--- src/sv/dgr_pkg.sv ---
// Shared types, character codes and the glyph font of the digit glyph renderer.
`timescale 1ns / 1ps

package dgr_pkg;

    // Configuration register indexes
    typedef enum logic [0:0] {
        CFG_TEX_WIDTH  = 1'b0,
        CFG_TEX_HEIGHT = 1'b1
    } t_cfg_idx;

    localparam int unsigned CFG_DATA_W = 11;
    localparam int unsigned COORD_W    = 13;
    localparam int unsigned PIX_W      = 10;
    localparam int unsigned GLYPH_W    = 4;

    localparam logic [10:0] TEX_RESET = 11'd512;
    localparam logic [10:0] TEX_CAP   = 11'd2047;

    localparam logic [7:0] CHAR_ZERO  = 8'h30;
    localparam logic [7:0] CHAR_NINE  = 8'h39;
    localparam logic [7:0] CHAR_DOT   = 8'h2E;
    localparam logic [7:0] CHAR_COMMA = 8'h2C;
    localparam logic [7:0] CHAR_MINUS = 8'h2D;

    localparam logic [GLYPH_W-1:0] GLYPH_SEP   = 4'd10;
    localparam logic [GLYPH_W-1:0] GLYPH_MINUS = 4'd11;

    // Doubled scan: 10 rows by 6 columns
    localparam logic [3:0] LAST_ROW = 4'd9;
    localparam logic [2:0] LAST_COL = 3'd5;

    typedef enum logic [1:0] {
        BACK_IDLE,
        BACK_SCAN,
        BACK_FLUSH
    } t_back_state;

    // One font row: bit 2 is the leftmost cell
    function automatic logic [2:0] glyph_row(input logic [GLYPH_W-1:0] g,
                                             input logic [2:0] r);
        logic [14:0] rows;
        logic [2:0]  sel;
        unique case (g)
            4'd0:    rows = {3'd2, 3'd5, 3'd5, 3'd5, 3'd2};
            4'd1:    rows = {3'd2, 3'd6, 3'd2, 3'd2, 3'd7};
            4'd2:    rows = {3'd6, 3'd1, 3'd1, 3'd2, 3'd7};
            4'd3:    rows = {3'd6, 3'd1, 3'd2, 3'd1, 3'd6};
            4'd4:    rows = {3'd5, 3'd5, 3'd7, 3'd1, 3'd1};
            4'd5:    rows = {3'd7, 3'd4, 3'd6, 3'd1, 3'd6};
            4'd6:    rows = {3'd2, 3'd4, 3'd6, 3'd5, 3'd2};
            4'd7:    rows = {3'd7, 3'd1, 3'd1, 3'd2, 3'd2};
            4'd8:    rows = {3'd2, 3'd5, 3'd2, 3'd5, 3'd2};
            4'd9:    rows = {3'd2, 3'd5, 3'd3, 3'd1, 3'd2};
            4'd10:   rows = {3'd0, 3'd0, 3'd0, 3'd0, 3'd1};
            4'd11:   rows = {3'd0, 3'd0, 3'd7, 3'd0, 3'd0};
            default: rows = 15'd0;
        endcase
        unique case (r)
            3'd0:    sel = rows[14:12];
            3'd1:    sel = rows[11:9];
            3'd2:    sel = rows[8:6];
            3'd3:    sel = rows[5:3];
            3'd4:    sel = rows[2:0];
            default: sel = 3'd0;
        endcase
        return sel;
    endfunction

endpackage

--- src/sv/digit_glyph_renderer_top.sv ---
// Top level of the digit glyph renderer: configuration, front, queue and back.
`timescale 1ns / 1ps

// Digit glyph renderer: draws one character of a number string per request.
// Input channel (i_in_valid / o_in_stall): a character code, the string base
// position and a new-string flag. Digits, '.', ',' and '-' become 3x5 glyphs
// doubled to 6x10 pixels; any other character only advances the position.
// Output channel (o_out_valid / i_out_stall): one request per white pixel
// inside the texture, o_last_pixel set on the last one of a character.
// A character that draws nothing produces no output request at all.
// The back end scans one doubled cell per cycle while the output does not
// hold it; each drawn character is loaded, scanned and flushed in turn,
// and other characters never reach the queue. The two-entry command queue
// lets the front keep taking characters while the back scans. While
// i_out_stall is high the output holds and the scan holds as soon as a
// second surviving pixel is pending; the queue then fills and o_in_stall
// rises. Reset (synchronous, i_rst_n low) empties queue and pipeline,
// clears the position and separator counters and sets both texture sizes
// to 512. Configuration writes (i_cfg_we) are taken in the same cycle; the
// user must write only while idle, as the block does not enforce it.

module digit_glyph_renderer_top #(
    parameter int MAX_DIM   = 1024,
    parameter int POS_LIMIT = 255
) (
    input  logic        i_clk,
    input  logic        i_rst_n,
    input  logic        i_cfg_we,
    input  logic [0:0]  i_cfg_idx,
    input  logic [10:0] i_cfg_wdata,
    input  logic        i_in_valid,
    output logic        o_in_stall,
    input  logic [7:0]  i_char_code,
    input  logic [12:0] i_base_x,
    input  logic [12:0] i_base_y,
    input  logic        i_new_string,
    output logic        o_out_valid,
    input  logic        i_out_stall,
    output logic [9:0]  o_pix_x,
    output logic [9:0]  o_pix_y,
    output logic        o_last_pixel
);

    // Counter width follows the saturation limit
    localparam int CW    = $clog2(POS_LIMIT + 1);
    // Column origin: base + 8/position - 4/separator, headroom for sign and sums
    localparam int XW    = ((CW + 3 > 12) ? CW + 3 : 12) + 2;
    localparam int CMD_W = dgr_pkg::GLYPH_W + XW + dgr_pkg::COORD_W;
    // Effective limit never exceeds what the 11-bit register can hold
    localparam logic [10:0] DIM_CAP =
        (MAX_DIM < 2047) ? 11'(MAX_DIM) : dgr_pkg::TEX_CAP;
    localparam logic [10:0] SIZE_RESET =
        (dgr_pkg::TEX_RESET < DIM_CAP) ? dgr_pkg::TEX_RESET : DIM_CAP;

    // Store the clamped texture size directly at write time
    logic [10:0] r_width, r_height;
    logic [10:0] cfg_clamped;

    assign cfg_clamped = (i_cfg_wdata < DIM_CAP) ? i_cfg_wdata : DIM_CAP;

    always_ff @(posedge i_clk) begin
        if (!i_rst_n) begin
            r_width  <= SIZE_RESET;
            r_height <= SIZE_RESET;
        end else if (i_cfg_we) begin
            unique case (dgr_pkg::t_cfg_idx'(i_cfg_idx))
                dgr_pkg::CFG_TEX_WIDTH:  r_width  <= cfg_clamped;
                dgr_pkg::CFG_TEX_HEIGHT: r_height <= cfg_clamped;
                default:                 r_width  <= r_width;
            endcase
        end
    end

    logic             q_full, q_valid, q_pop, push, in_accept;
    logic [CMD_W-1:0] push_cmd, q_cmd;

    // Stall input whenever the queue has no room for a command
    assign o_in_stall = q_full;
    assign in_accept  = i_in_valid && !q_full;

    dgr_front #(
        .POS_LIMIT (POS_LIMIT),
        .CW        (CW),
        .XW        (XW),
        .CMD_W     (CMD_W)
    ) u_front (
        .i_clk        (i_clk),
        .i_rst_n      (i_rst_n),
        .i_accept     (in_accept),
        .i_char_code  (i_char_code),
        .i_base_x     (i_base_x),
        .i_base_y     (i_base_y),
        .i_new_string (i_new_string),
        .o_push       (push),
        .o_cmd        (push_cmd)
    );

    dgr_queue #(
        .W (CMD_W)
    ) u_queue (
        .i_clk   (i_clk),
        .i_rst_n (i_rst_n),
        .i_push  (push),
        .i_data  (push_cmd),
        .o_full  (q_full),
        .i_pop   (q_pop),
        .o_valid (q_valid),
        .o_data  (q_cmd)
    );

    dgr_back #(
        .XW    (XW),
        .CMD_W (CMD_W)
    ) u_back (
        .i_clk        (i_clk),
        .i_rst_n      (i_rst_n),
        .i_cmd_valid  (q_valid),
        .i_cmd        (q_cmd),
        .o_cmd_pop    (q_pop),
        .i_width      (r_width),
        .i_height     (r_height),
        .o_out_valid  (o_out_valid),
        .i_out_stall  (i_out_stall),
        .o_pix_x      (o_pix_x),
        .o_pix_y      (o_pix_y),
        .o_last_pixel (o_last_pixel)
    );

endmodule

--- src/sv/dgr_queue.sv ---
// Two-entry command queue between the classifying front and the scanning back.
`timescale 1ns / 1ps

module dgr_queue #(
    parameter int W = 40
) (
    input  logic         i_clk,
    input  logic         i_rst_n,
    input  logic         i_push,
    input  logic [W-1:0] i_data,
    output logic         o_full,
    input  logic         i_pop,
    output logic         o_valid,
    output logic [W-1:0] o_data
);

    logic [W-1:0] r_mem [2];
    logic         r_wr_ptr, n_wr_ptr;
    logic         r_rd_ptr, n_rd_ptr;
    logic [1:0]   r_count, n_count;

    logic do_push, do_pop;

    assign o_full  = (r_count == 2'd2);
    assign o_valid = (r_count != 2'd0);
    assign o_data  = r_mem[r_rd_ptr];

    assign do_push = i_push && !o_full;
    assign do_pop  = i_pop && o_valid;

    always_comb begin
        n_wr_ptr = do_push ? ~r_wr_ptr : r_wr_ptr;
        n_rd_ptr = do_pop ? ~r_rd_ptr : r_rd_ptr;
        n_count  = r_count;
        if (do_push && !do_pop) begin
            n_count = r_count + 2'd1;
        end else if (do_pop && !do_push) begin
            n_count = r_count - 2'd1;
        end
    end

    always_ff @(posedge i_clk) begin
        if (!i_rst_n) begin
            r_wr_ptr <= 1'b0;
            r_rd_ptr <= 1'b0;
            r_count  <= 2'd0;
        end else begin
            r_wr_ptr <= n_wr_ptr;
            r_rd_ptr <= n_rd_ptr;
            r_count  <= n_count;
        end
    end

    always_ff @(posedge i_clk) begin
        if (do_push) begin
            r_mem[r_wr_ptr] <= i_data;
        end
    end

endmodule

--- src/sv/dgr_front.sv ---
// Front end: accept characters, keep the string counters, form glyph commands.
`timescale 1ns / 1ps

module dgr_front #(
    parameter int POS_LIMIT = 255,
    parameter int CW        = 8,
    parameter int XW        = 14,
    parameter int CMD_W     = 31
) (
    input  logic              i_clk,
    input  logic              i_rst_n,
    input  logic              i_accept,
    input  logic [7:0]        i_char_code,
    input  logic [12:0]       i_base_x,
    input  logic [12:0]       i_base_y,
    input  logic              i_new_string,
    output logic              o_push,
    output logic [CMD_W-1:0]  o_cmd
);

    localparam logic [CW-1:0] LIMIT = CW'(POS_LIMIT);

    logic [CW-1:0] r_pos, n_pos;
    logic [CW-1:0] r_sep, n_sep;

    logic [CW-1:0]          pos_cur, sep_cur;
    logic                   is_digit, is_sep, is_minus;
    logic [dgr_pkg::GLYPH_W-1:0] glyph;
    logic [7:0]             digit_off;
    logic signed [XW-1:0]   x0;

    always_comb begin
        pos_cur   = i_new_string ? '0 : r_pos;
        sep_cur   = i_new_string ? '0 : r_sep;
        digit_off = i_char_code - dgr_pkg::CHAR_ZERO;
        is_digit  = (i_char_code >= dgr_pkg::CHAR_ZERO) && (i_char_code <= dgr_pkg::CHAR_NINE);
        is_sep    = (i_char_code == dgr_pkg::CHAR_DOT) || (i_char_code == dgr_pkg::CHAR_COMMA);
        is_minus  = (i_char_code == dgr_pkg::CHAR_MINUS);

        // Separator counts itself before it is placed
        if (is_sep && sep_cur < LIMIT) begin
            sep_cur = sep_cur + CW'(1);
        end

        priority if (is_digit) begin
            glyph = digit_off[dgr_pkg::GLYPH_W-1:0];
        end else if (is_sep) begin
            glyph = dgr_pkg::GLYPH_SEP;
        end else begin
            glyph = dgr_pkg::GLYPH_MINUS;
        end

        x0 = $signed({{(XW-13){i_base_x[12]}}, i_base_x})
           + $signed({{(XW-CW-3){1'b0}}, pos_cur, 3'b000})
           - $signed({{(XW-CW-2){1'b0}}, sep_cur, 2'b00});

        n_pos = (pos_cur < LIMIT) ? pos_cur + CW'(1) : LIMIT;
        n_sep = sep_cur;
    end

    assign o_push = i_accept && (is_digit || is_sep || is_minus);
    assign o_cmd  = {glyph, x0, i_base_y};

    always_ff @(posedge i_clk) begin
        if (!i_rst_n) begin
            r_pos <= '0;
            r_sep <= '0;
        end else if (i_accept) begin
            r_pos <= n_pos;
            r_sep <= n_sep;
        end
    end

endmodule

--- src/sv/dgr_back.sv ---
// Back end: scan the doubled glyph, clip to the texture and emit pixels.
`timescale 1ns / 1ps

module dgr_back #(
    parameter int XW    = 14,
    parameter int CMD_W = 31
) (
    input  logic             i_clk,
    input  logic             i_rst_n,
    input  logic             i_cmd_valid,
    input  logic [CMD_W-1:0] i_cmd,
    output logic             o_cmd_pop,
    input  logic [10:0]      i_width,
    input  logic [10:0]      i_height,
    output logic             o_out_valid,
    input  logic             i_out_stall,
    output logic [9:0]       o_pix_x,
    output logic [9:0]       o_pix_y,
    output logic             o_last_pixel
);

    localparam int YW = 14;

    dgr_pkg::t_back_state r_state, n_state;

    logic [dgr_pkg::GLYPH_W-1:0] r_glyph;
    logic signed [XW-1:0]        r_x0;
    logic [12:0]                 r_by;
    logic [3:0]                  r_row, n_row;
    logic [2:0]                  r_col, n_col;

    logic       r_pend_valid, n_pend_valid;
    logic [9:0] r_pend_x, r_pend_y;

    logic       r_out_valid, n_out_valid;
    logic [9:0] r_out_x, r_out_y;
    logic       r_out_last;

    logic                 out_free, out_load, out_last, pend_load, cmd_load;
    logic [2:0]           bits;
    logic                 cell_on, survive;
    logic signed [XW-1:0] px;
    logic signed [YW-1:0] py;

    assign out_free = !r_out_valid || !i_out_stall;

    always_comb begin
        bits = dgr_pkg::glyph_row(r_glyph, r_row[3:1]);
        unique case (r_col[2:1])
            2'd0:    cell_on = bits[2];
            2'd1:    cell_on = bits[1];
            default: cell_on = bits[0];
        endcase
        px = r_x0 + $signed({{(XW-3){1'b0}}, r_col});
        py = $signed({r_by[12], r_by}) - $signed({{(YW-4){1'b0}}, r_row});
        survive = cell_on
               && !px[XW-1] && ($unsigned(px) < {{(XW-11){1'b0}}, i_width})
               && !py[YW-1] && ($unsigned(py) < {{(YW-11){1'b0}}, i_height});
    end

    always_comb begin
        n_state      = r_state;
        n_row        = r_row;
        n_col        = r_col;
        n_pend_valid = r_pend_valid;
        out_load     = 1'b0;
        out_last     = 1'b0;
        pend_load    = 1'b0;
        cmd_load     = 1'b0;
        o_cmd_pop    = 1'b0;
        unique case (r_state)
            dgr_pkg::BACK_IDLE: begin
                if (i_cmd_valid) begin
                    o_cmd_pop = 1'b1;
                    cmd_load  = 1'b1;
                    n_row     = 4'd0;
                    n_col     = 3'd0;
                    n_state   = dgr_pkg::BACK_SCAN;
                end
            end
            dgr_pkg::BACK_SCAN: begin
                // Hold the scan while a new pixel would need the busy output
                if (!(survive && r_pend_valid && !out_free)) begin
                    if (survive) begin
                        pend_load    = 1'b1;
                        n_pend_valid = 1'b1;
                        out_load     = r_pend_valid;
                    end
                    if (r_col == dgr_pkg::LAST_COL) begin
                        n_col = 3'd0;
                        if (r_row == dgr_pkg::LAST_ROW) begin
                            n_state = dgr_pkg::BACK_FLUSH;
                        end else begin
                            n_row = r_row + 4'd1;
                        end
                    end else begin
                        n_col = r_col + 3'd1;
                    end
                end
            end
            dgr_pkg::BACK_FLUSH: begin
                if (!r_pend_valid) begin
                    n_state = dgr_pkg::BACK_IDLE;
                end else if (out_free) begin
                    out_load     = 1'b1;
                    out_last     = 1'b1;
                    n_pend_valid = 1'b0;
                    n_state      = dgr_pkg::BACK_IDLE;
                end
            end
            default: n_state = dgr_pkg::BACK_IDLE;
        endcase
        n_out_valid = out_load ? 1'b1 : (out_free ? 1'b0 : r_out_valid);
    end

    always_ff @(posedge i_clk) begin
        if (!i_rst_n) begin
            r_state      <= dgr_pkg::BACK_IDLE;
            r_pend_valid <= 1'b0;
            r_out_valid  <= 1'b0;
        end else begin
            r_state      <= n_state;
            r_pend_valid <= n_pend_valid;
            r_out_valid  <= n_out_valid;
        end
    end

    always_ff @(posedge i_clk) begin
        r_row <= n_row;
        r_col <= n_col;
        if (cmd_load) begin
            r_glyph <= i_cmd[CMD_W-1 -: dgr_pkg::GLYPH_W];
            r_x0    <= $signed(i_cmd[XW+12:13]);
            r_by    <= i_cmd[12:0];
        end
        if (out_load) begin
            r_out_x    <= r_pend_x;
            r_out_y    <= r_pend_y;
            r_out_last <= out_last;
        end
        if (pend_load) begin
            r_pend_x <= px[9:0];
            r_pend_y <= py[9:0];
        end
    end

    assign o_out_valid  = r_out_valid;
    assign o_pix_x      = r_out_x;
    assign o_pix_y      = r_out_y;
    assign o_last_pixel = r_out_last;

endmodule
--- config.mk ---
export PLATFORM = sky130hd
export DESIGN_NAME = digit_glyph_renderer_top
export DESIGN_NICKNAME = d
export VERILOG_FILES = /design/src/sv/dgr_pkg.sv /design/src/sv/digit_glyph_renderer_top.sv /design/src/sv/dgr_queue.sv /design/src/sv/dgr_front.sv /design/src/sv/dgr_back.sv
export SDC_FILE = /design/constraint.sdc
export NUM_CORES = 1
export LEC_CHECK = 0
export ABC_AREA = 1
export BUFFER_PORTS_ARGS = -buffer_cell sky130_fd_sc_hd__buf_2
export CAP_MARGIN = 20
export CORE_MARGIN = 1.5
export CORE_UTILIZATION = 30
export DETAILED_ROUTE_END_ITERATION = 10
export PLACE_DENSITY = 0.5
export SLEW_MARGIN = 10
export SYNTH_ARGS = -nofsm -noshare
export SYNTH_HDL_FRONTEND = slang
export SYNTH_SLANG_ARGS = --single-unit
--- constraint.sdc ---
create_clock -name i_clk -period 4.5 [get_ports i_clk]
set_input_delay 0.45 -clock i_clk [delete_from_list [all_inputs] [get_ports i_clk]]
set_output_delay 0.45 -clock i_clk [all_outputs]
set_load 0.02 [all_outputs]
== Word level (Yosys, flattened, before mapping) ==
Memories as Yosys holds them, arrays and structs flattened. A register that Yosys moved wholly into a read port is not among the register bits.
Index checks and enable logic that the tools add are counted.

* Add/subtract/negate cells: 11
* Magnitude comparators: 7
* Equal/unequal tests: 20
* Mux-type cells: 46
* Bitwise gates (word level): 3
* Reduce and logical (&&, ||, !) cells: 40

{| class="wikitable"
|+ Operator list
! kind !! number
|-
| 2-to-1 mux 8 bit || 4
|-
| < comparator 14 x 11 -> 1 bit || 2
|-
| == test 8 x 6 -> 1 bit (second input constant) || 3
|-
| 2-to-1 mux 4 bit || 5
|-
| 2-to-1 mux 1 bit || 18
|-
| adder 8 x 1 -> 8 bit (second input constant) || 2
|-
| < comparator 8 bit (second input constant) || 2
|-
| 2-to-1 mux 2 bit || 8
|-
| one-hot mux 3 bit (5 select lines) || 1
|-
| adder 13 x 12 -> 14 bit || 1
|-
| adder 14 x 4 -> 14 bit || 1
|-
| logical AND 1 bit || 14
|-
| subtractor 13 x 5 -> 14 bit || 1
|-
| subtractor 14 x 11 -> 14 bit || 1
|-
| < comparator 11 bit (second input constant) || 1
|-
| 2-to-1 mux 11 bit || 1
|-
| AND reduction 5 bit || 2
|-
| nonzero test 2 bit || 5
|-
| 2-to-1 mux 3 bit || 3
|-
| >= comparator 8 x 6 -> 1 bit (second input constant) || 1
|-
| less-or-equal comparator 8 x 6 -> 1 bit (second input constant) || 1
|-
| zero test 1 bit || 8
|-
| one-hot mux 4 bit (2 select lines) || 1
|-
| == test 3 x 2 -> 1 bit (second input constant) || 2
|-
| 22 further kinds || 39
|}

* Register bits after elaboration: 94
* Memory bits (writable): 62
* ROM bits: 240
* Input bits: 52
* Output and inout bits: 23
* Word-level logic and storage cells: 146
* Memories: 2

{| class="wikitable"
|+ Memories
! memory !! words !! bits a word !! read ports !! clocked after memory_dff !! wr ports !! RTL line !! text
|-
| (name not given) || 16 || 15 || 1 || 0 || 0 || dgr_pkg.sv:44 || <nowiki>unique case (g)</nowiki>
|-
| u_queue.r_mem || 2 || 31 || 1 || 1 || 1 || dgr_queue.sv:17 || <nowiki>logic [W-1:0] r_mem [2];</nowiki>
|}

== Depth between registers and ports, before layout ==
Gate-level depths: netlist of the first run.

* Depth after elaboration: 12
* Depth in mapped cells: 23

== Hierarchy ==
From an unflattened synthesis of the first run, not the netlist that was laid out.

* Cells, all modules: 1113
* Area, all modules: 10612.7 um2

{| class="wikitable"
|+ Modules (own cells, without submodules)
! module !! times used !! cells each !! area an instance (um2) !! seq. area each (um2)
|-
| dgr_back || 1 || 469 || 4927.2 || 2732.6
|-
| dgr_queue || 1 || 133 || 2489.9 || 1961.9
|-
| dgr_front || 1 || 351 || 2210.9 || 320.3
|-
| digit_glyph_renderer_top || 1 || 160 || 984.7 || 440.4
|}

== Least setup slack after synthesis of the first run ==
No wires, ideal clock.

* Kind: flip-flop to flip-flop
* From: register u_back.r_col[0]
* To: register u_back.r_pend_x[0] (enable)
* Library setup time: 0.422 ns
* Arrival time: 3.963 ns
* Slack: 0.114 ns
* Stages on the path, launching flop included: 16
* Path buffers: 0
* Period minus slack after synthesis: 4.386 ns
* Cell sequence: edfxtp_1 -> ha_1 -> inv_1 -> fa_1 -> o21ai_4 -> nand2_1 -> nor3_1 -> xor2_1 -> ha_1 -> nor4_1 -> o21ai_1 -> nor2_1 -> nand4_1 -> nor4_1 -> nand4_1 -> nor3_1

* Cells in the longest elaborated chain, start to end: 10
* Elaborated cells between the ends (all ways): 12
* Classes of those cells: add/sub (1); order compare (1); mux (3); reduce/logical (7)

{| class="wikitable"
|+ RTL lines
! element !! RTL line !! text
|-
| from (decl) || dgr_back.sv:30 || <nowiki>logic [2:0] r_col, n_col;</nowiki>
|-
| from (signal assigned) || dgr_back.sv:130 || <nowiki>r_col <= n_col;</nowiki>
|-
| adder 14 x 4 -> 14 bit (*) || dgr_back.sv:54 || <nowiki>px = r_x0 + $signed({{(XW-3){1'b0}}, r_col});</nowiki>
|-
| branches (longest 2 deep; another with < comparator 14 x 11 -> 1 bit) || -- ||
|-
| logical AND 1 bit (*) || dgr_back.sv:57 || <nowiki>&& !px[XW-1] && ($unsigned(px) < {{(XW-11){1'b0}}, i_width})</nowiki>
|-
| logical AND 1 bit (*) (2 in series) || dgr_back.sv:58 || <nowiki>&& !py[YW-1] && ($unsigned(py) < {{(YW-11){1'b0}}, i_height});</nowiki>
|-
| logical AND 1 bit (2 in series) || dgr_back.sv:83 || <nowiki>if (!(survive && r_pend_valid && !out_free)) begin</nowiki>
|-
| 2-to-1 mux 1 bit (*) || dgr_back.sv:83 ||
|-
| 2-to-1 mux 1 bit (*) || dgr_back.sv:71 || <nowiki>unique case (r_state)</nowiki>
|-
| via u_back.pend_load || dgr_back.sv:39 || <nowiki>logic out_free, out_load, out_last, pend_load, cmd_load;</nowiki>
|-
| to (signal assigned) || dgr_back.sv:142 || <nowiki>r_pend_x <= px[9:0];</nowiki>
|-
| to (decl) || dgr_back.sv:33 || <nowiki>logic [9:0] r_pend_x, r_pend_y;</nowiki>
|}

Mark *: on every way through the listed nets, which the timed path passes.
A chain may end at the register's enable or synchronous reset.

== Worst setup path in the final report of the first run ==
* From: register u_front.r_sep[0]
* To: memory u_queue.r_mem[1][25] (netlist bit) (data pin)

* Cells in the longest elaborated chain, start to end: 5
* Elaborated cells between the ends (all ways): 6
* Classes of those cells: add/sub (2); order compare (1); mux (2); reduce/logical (1)

{| class="wikitable"
|+ RTL lines
! element !! RTL line !! text
|-
| from (decl) || dgr_front.sv:24 || <nowiki>logic [CW-1:0] r_sep, n_sep;</nowiki>
|-
| from (signal assigned) || dgr_front.sv:70 || <nowiki>r_sep <= n_sep;</nowiki>
|-
| 2-to-1 mux 8 bit (*) || dgr_front.sv:34 || <nowiki>sep_cur = i_new_string ? '0 : r_sep;</nowiki>
|-
| < comparator 8 bit || dgr_front.sv:41 || <nowiki>if (is_sep && sep_cur < LIMIT) begin</nowiki>
|-
| logical AND 1 bit || dgr_front.sv:41 ||
|-
| 2-to-1 mux 8 bit (*) || dgr_front.sv:41 ||
|-
| subtractor 14 x 11 -> 14 bit (*) || dgr_front.sv:55 || <nowiki>- $signed({{(XW-CW-2){1'b0}}, sep_cur, 2'b00});</nowiki>
|-
| via push_cmd[25] || digit_glyph_renderer_top.sv:75 || <nowiki>logic [CMD_W-1:0] push_cmd, q_cmd;</nowiki>
|-
| to (decl) || dgr_queue.sv:17 ||
|}

The timed path passes the listed nets; every way through them passes the cells marked *.

==> flow_summary.toml, run 1 <==
[status]
outcome = "completed"

[grt]
track_usage_pct = 13.1
grt_overflow = 0
grt_start_max_net_pins = 35
grt_pass1_wl_mm = 33.6
first_global_vias = 6425
grt_antenna_before_repair = 0

[power_and_ir_drop]
power.leakage_uw = 0.00456
power_density_mw_per_mm2 = 561
swShare_pct = 38.3
p_seq_share_pct = 39.4
pwr-share-clk_pct = 24.1
power_switching_uw = 2380
internal-power_uw = 3840
combPwrFrac_pct = 36.5
peakVddDrop_mv = 0.289

[clock_tree]
cts_tree = "yes"
cts_max_level = 4
cts_buffers = 17
cts_root_buffer = "clkbuf_16"
post-cts-setup-buffers = 0
cts_resized = 0
path_clk_slew_ns = 0.08
numClockSinks = 187
holdBufCountCts = 0
clockBufferDepth = 2
insertion_delay_ns = 0.44

[detailed_routing]
drt-initial-drc-count = 302
drc = 0
wl_mm = 20.6
vias = 6622
dr.pass1.iters = 5
via_per_inst = 4.47
wl_per_cell_um = 13.9
ant_nets = 0

[die]
dieArea_mm2 = 0.0332
io_pins = 75
start_util_pct = 30.5
fp.dieW_um = 182
core_mm2 = 0.0316
die_h_um = 182
rows = 65

[sta]
period_share_pct = 88.6
drv_slew = 0
grt_setup_unrepaired = "no"
finClkSkew_ns = 0.0141
max-slew-margin-rel_pct = 46.0
clock.fmax_mhz = 251
period_minus_slack_ns = 3.99
worst_slack_ns = 0.514
worstMarginPinSlew_ns = 0.809
hold_viol_final = 0
setup_viol = 0
tns_ns = 0
whs_ns = 0.205

[logic_synthesis]
postSynthAreaPerCell_um2 = 9.77
synth_cell_types = 51
syn_inst = 986
syn-num-nets = 1105
syn_area_mm2 = 0.00963
seq_area_frac_synth_pct = 53.5
ys_ff_latch = 187
ys_warn_count = 0
ys.flop_type = "edfxtp_1"
synth_edf_count = 141
async_flop_share_pct = 0

[cells_and_area]
n_antenna_cell = 0
layout.area.seq_mm2 = 0.00515
fill_cells = 3241
multiInputGateArea_mm2 = 0.00387
utilization_pct = 35.2
final_nets = 1187
synthToLayoutAreaGrowth_pct = 15.2
drive_gt1_share_pct = 15.9

[setup_path]
ff2ff_setup_slack_ns = 0.51
end_kind = "flip-flop"
slowest_stage = "fa_1"
crit_arrival_ns = 4.16
crit_path_start_kind = "flip-flop"
path_cells = "inv_1, nor2_1, ha_1, nand3_1, nor3_2, nor3b_2, nor3_4, inv_2, nand2_1, o21ai_0, inv_1, fa_1, ha_1, a21o_1, a31oi_1, o21ai_0, a21oi_1, o21bai_1, nand2_1, nand2_1, a21oi_1, xnor2_1"
cp_slowest_stage_delay_ns = 0.46
r2r-end = "u_queue.r_mem[1][25]"
crit_path_max_fanout = 4
reg2reg_from = "u_front.r_sep[0]"
rr_worst_depth = 22
crit_required_ns = 4.67
cp_common_cell = "nand2_1"
critPathKind = "flip-flop to flip-flop"

[worst_hold_path]
hold_path_end = "u_queue.r_mem[1][12]"
hold_class = "input port to flip-flop"
hold-path-cell-count = 1
min_from = "i_base_y[12]"

[placed_design]
port_buffers = 74
gp_congestion = 0.844
hpwl_mm = 15.4
post-place-ws_ns = 0.123

[flow_run]
max_cap_violations = 0
state kept, by name, summed over array words and instances, names as in the netlist, 2 cells and up:
signal / count
r_height: 11
r_width: 11
u_back.o_pix_x: 10
u_back.o_pix_y: 10
u_back.r_by: 13
u_back.r_col: 3
u_back.r_glyph: 4
u_back.r_pend_x: 10
u_back.r_pend_y: 10
u_back.r_row: 4
u_back.r_state: 2
u_back.r_x0: 14
u_front.r_pos: 8
u_front.r_sep: 8
u_queue.r_count: 2
u_queue.r_mem: 62
through the flow:
stage               cell area [um2]  total power [uW]  cells
finish                        11100              6230   1483
CTS                           11100              6310   1483
global placement              10500              4760   1451
detailed placement            10500              4790   1451
global route                  11100              6760   1483
floorplan                      9630              4110    986
critical path: cells and delay by family (launching register included):
| kind | cells | cell delay, ns |
|---|---|---|
| fa+ha+maj | 3 | 1.01 |
| buf+inv | 3 | 0.24 |
| simple gates | 8 | 0.88 |
| xor+xnor | 1 | 0.10 |
| flops | 1 | 0.33 |
| compound gates | 7 | 1.15 |
logic make-up after synthesis:
family                     Yosys count  synth area share (%)
and+or+nand+nor                    383                  17.7
buffers and inverters              161                  6.56
xor gates and xnor gates            41                  3.88
adders and majority gates           67                  9.40
AOI/OAI and AO/OA                  147                  8.94
DFF                                187                  53.5
synthesized netlist by cell type, types with 3 or more instances:
| master | number | area share [%] |
|---|---|---|
| inv_1 | 131 | 5.1 |
| nor2_1 | 75 | 2.9 |
| o211ai_1 | 4 | 0.31 |
| nand4_1 | 8 | 0.52 |
| o221ai_1 | 5 | 0.45 |
| nand3_1 | 24 | 1.2 |
| nor3_1 | 12 | 0.62 |
| a21oi_1 | 62 | 3.2 |
| a21oi_2 | 4 | 0.36 |
| nor2_2 | 7 | 0.45 |
| a211oi_1 | 7 | 0.55 |
| inv_2 | 8 | 0.31 |
| nand3b_1 | 4 | 0.31 |
| a221oi_1 | 3 | 0.27 |
| edfxtp_1 | 141 | 44 |
| nand2_1 | 219 | 8.5 |
| o21ai_1 | 3 | 0.16 |
| nor4_1 | 3 | 0.19 |
| xor2_1 | 25 | 2.3 |
| xnor2_1 | 14 | 1.3 |
| fa_1 | 9 | 1.9 |
| nor2_4 | 6 | 0.70 |
| ha_1 | 58 | 7.5 |
| o21a_1 | 3 | 0.23 |
| clkbuf_1 | 14 | 0.55 |
| nand3_2 | 4 | 0.42 |
| or2_2 | 3 | 0.19 |
| nand2_2 | 9 | 0.58 |
| a31oi_1 | 4 | 0.26 |
| dfxtp_1 | 46 | 9.6 |
| o21ai_0 | 44 | 2.3 |
power groups by stage:
stage          sequential, uW  clock [uW]  combinational (uW)
2_1_floorplan            2400           0                1710
6_report                 2450        1500                2280
3_5_place_dp             2490           0                2300
4_1_cts                  2450        1550                2310
5_1_grt                  2490        1620                2660
3_3_place_gp             2490           0                2270
cell type report:
| type | count | area share (%) |
|---|---|---|
| inverters | 141 | 4.77 |
| clock buffers | 19 | 4.08 |
| flip-flops and latches | 187 | 46.4 |
| well taps | 402 | 4.53 |
| multi-input cells | 638 | 34.9 |
| clock inverters | 13 | 1.15 |
| repair buffers | 83 | 4.17 |
worst max path at each step:
| stage | startpoint | endpoint | slack (ns) | cells past startpoint |
|---|---|---|---|---|
| after floorplan | u_back.r_col[0] | u_back.r_pend_x[0] | 0.11 | 15 |
| after global placement | i_new_string | u_queue.r_mem[0][25] | 0.17 | 21 |
| after detailed placement | i_new_string | u_queue.r_mem[0][25] | 0.12 | 21 |
| after CTS | u_front.r_sep[0] | u_queue.r_mem[1][25] | 0.46 | 22 |
| after global routing | u_front.r_sep[0] | u_queue.r_mem[1][25] | 0.1 | 22 |
| final | u_front.r_sep[0] | u_queue.r_mem[1][25] | 0.51 | 22 |
layer usage:
| metal | vias to the layer above | track usage, % | part of all wire [%] | wire [um] |
|---|---|---|---|---|
| met3 | 16 | 2.59 | 4.2 | 862 |
| li1 | 3437 | - | - | - |
| met5 | - | 0 | 0 | 0 |
| met4 | 0 | 4.10 | 1.4 | 298 |
| met1 | 3035 | 17.9 | 51 | 10500 |
| met2 | 134 | 20.7 | 44 | 8980 |
cells in the final DEF, fill, tap and decap left out, types with 4 or more instances in the layout:
cell and count:
nand3b_1 4, fa_1 9, buf_4 7, clkbuf_16 17, inv_1 131, nor2_4 6, nor2_1 73, nor2_2 9
buf_2 74, o21ai_0 44, inv_6 5, xnor2_1 14, dfxtp_1 46, nand3_1 24, edfxtp_1 141, a21oi_2 4
o221ai_1 5, a21oi_1 61, nand2_2 9, nor3_1 11, nand2_1 219, nand3_2 4, a211oi_1 7, a31oi_1 4
o211ai_1 4, inv_2 8, ha_1 58, xor2_1 25, nand4_1 8
Power figures use the tool's default switching activity.
==> run 2: changes to the inputs <==
- SYNTH_HIERARCHICAL: unset -> 1
==> run 2 against run 1 <==
Net effect: utilization decreased by 0.18 points; wire length increased by 4.7%; non-clock buffer count decreased by 3; largest cell class unchanged; critical path type unchanged; largest power group unchanged; critical path depth decreased by 4.
==> flow_summary.toml, run 2 <==
[logic_synthesis]
synth_top_area_share_pct = 39.9
synth-adder-area-share_pct = 8.65
synthTopCellsByCount = "197 x nand2_1, 183 x inv_1, 141 x edfxtp_1"
synth_cell_types = 52
syn_area_mm2 = 0.0106
synth_edf_count = 141
postSynthAreaPerCell_um2 = 9.54
ys_warn_count = 6
ys.flop_type = "edfxtp_1"
async_flop_share_pct = 0
synth.area.mux_share_pct = 3.29
synth_top_cell_by_area = "edfxtp_1"
synthTopCellsByArea = "edfxtp_1 40%, dfxtp_1 12%, nand2_1 7.0%"
synth-simple-area-share_pct = 18.6
syn_inst = 1113
post-synth-top-count-cell = "nand2_1"
synth_top_family_by_area = "simple AND/OR/NAND/NOR gates"
synth-compound-area-share_pct = 5.95
seq_area_frac_synth_pct = 51.4
syn-num-nets = 1233
synth_xor_area_share_pct = 2.72
ys_ff_latch = 202

[cells_and_area]
mostFrequentLayoutCells = "197 x nand2_1, 183 x inv_1, 141 x edfxtp_1"
top_regs = "u_queue/r_mem (62), u_back/r_x0 (14), u_back/r_by (13)"
fill_cells = 3555
largest_register_ffs = 62
final_common_cell = "nand2_1"
synthToLayoutAreaGrowth_pct = 14.5
final_nets = 1308
stdcell_area_mm2 = 0.0121
drive_gt1_share_pct = 15.7
n_antenna_cell = 0
largest-register = "u_queue/r_mem"

[setup_path]
critPathKind = "flip-flop to flip-flop"
crit_arrival_ns = 4.13
crit_path_start_kind = "flip-flop"
crit_required_ns = 4.71
reg2reg_from = "u_back/r_row[1]"
startpoint = "u_back/r_row[1]"
end_kind = "flip-flop"
crit_path_max_fanout = 13

[worst_hold_path]
hold_class = "input port to flip-flop"
min_from = "i_base_y[6]"

[detailed_routing]
drc = 0
drt-initial-drc-count = 312
ant_nets = 0
via_per_inst = 4.34
dr.pass1.iters = 5
wl_mm = 21.6
vias = 7213
wl_per_cell_um = 13.0

[placed_design]
hpwl_mm = 16.4
port_buffers = 74
placed_area_mm2 = 0.0113
gp_congestion = 0.845
post-place-ws_ns = 0.590

[sta]
max-slew-margin-rel_pct = 43.6
hold_viol_final = 0
setup_viol = 0
grt_setup_unrepaired = "no"
worstMarginPinSlew_ns = 0.845
tns_ns = 0
drv_slew = 0
period_minus_slack_ns = 3.92
period_share_pct = 87.2
finClkSkew_ns = 0.0194
worst_slack_ns = 0.577
clock.fmax_mhz = 255

[clock_tree]
cts_root_buffer = "clkbuf_16"
clockBufferDepth = 3
numClockSinks = 202
cts_tree = "yes"
cts_max_level = 1
post-cts-setup-buffers = 0
cts_buffers = 24
cts_resized = 0
path_clk_slew_ns = 0.06
holdBufCountCts = 0
insertion_delay_ns = 0.51

[die]
rows = 68
fp.dieW_um = 191
core_mm2 = 0.0347
io_pins = 75
start_util_pct = 30.6
dieArea_mm2 = 0.0365
die_h_um = 191

[status]
outcome = "completed"

[grt]
track_usage_pct = 12.0
grt_start_max_net_pins = 40
grt_antenna_before_repair = 0
grt_overflow = 0
grt_pass1_wl_mm = 35.1
first_global_vias = 7014

[power_and_ir_drop]
peakVddDrop_mv = 0.242
power_density_mw_per_mm2 = 441
power.leakage_uw = 0.00523
power_uw = 5360

[flow_run]
max_cap_violations = 0
## run 2: cell types whose count changed in the layout (fill, tap and decap cells not counted), moves of 6 or more
cell       before  now
dfxtp_1        46   61
clkbuf_1        0   10
o21ai_0        44   35
nand2_1       219  197
mux2_2          0   31
clkbuf_16      17   25
inv_1         131  183
nand4_1         8   14
a21oi_1        61   40
nor2_1         73  135
nand3_1        24   53
xor2_1         25   18
## run 2: critical path, stage by stage (launching register included)
cell and delay (ns):
edfxtp_1 0.65, clkinv_1 0.25, ha_1 0.33, nand2_1 0.07, o21ai_2 0.22, nand2_1 0.08
nand2_1 0.09, nor2_1 0.06, nand2_1 0.07, xor2_1 0.20, ha_1 0.28, a21oi_1 0.15
nor3_1 0.06, a211oi_1 0.18, nand2_1 0.10, nand2_1 0.13, nand4_1 0.15, inv_1 0.28
buf_4 0.28
## run 2: layer usage
layer / GRT usage [%] / wire (um)
met4: 2.79 / 374
met2: 20.7 / 10100
met5: 0 / 0
met1: 15.7 / 10300
met3: 1.89 / 815
## run 2: report_power, final
| part | leakage, uW | internal [uW] | switching [uW] |
|---|---|---|---|
| sequential | 0.00179 | 2150 | 111 |
| combinational | 0.00305 | 413 | 714 |
| clock | 0.000391 | 1250 | 727 |
| total | 0.00523 | 3810 | 1550 |
## run 2: cells by family after synthesis
kind of cell,count (synthesis)
xor gates and xnor gates,33
AOI/OAI and AO/OA,108
DFF,202
adders and majority gates,68
and+or+nand+nor,446
buffers and inverters,225
muxes,31
## run 2: metrics by stage
step,hold WS (ns),util (%),std cells
final,0.134,35.0,1661
after detailed placement,0.405,32.7,1617
after floorplan,0.400,-,1113
after global placement,0.408,32.7,1617
after global routing,0.111,35.0,1661
after CTS,0.103,35.0,1661
## run 2: path summary, 6_finish.rpt
check | end | slack (ns) | cells past startpoint
setup / recovery | u_back/r_pend_y[7] | 0.58 | 18
hold / removal | u_queue/r_mem[0][6] | 0.13 | 1
setup reg to reg | u_back/r_pend_y[7] | 0.58 | 18
hold reg to reg | u_back/o_pix_y[0] | 0.42 | 0
## run 2: final cells by class
cell class / instances / area [um2] / share of cell area (%)
clock buffer: 35 / 663 / 5.46
multi-input combinational: 686 / 4170 / 34.3
sequential: 202 / 5460 / 44.9
tap: 455 / 569 / 4.69
timing repair buffer: 80 / 415 / 3.42
inverter: 194 / 733 / 6.04
clock inverter: 9 / 146 / 1.21
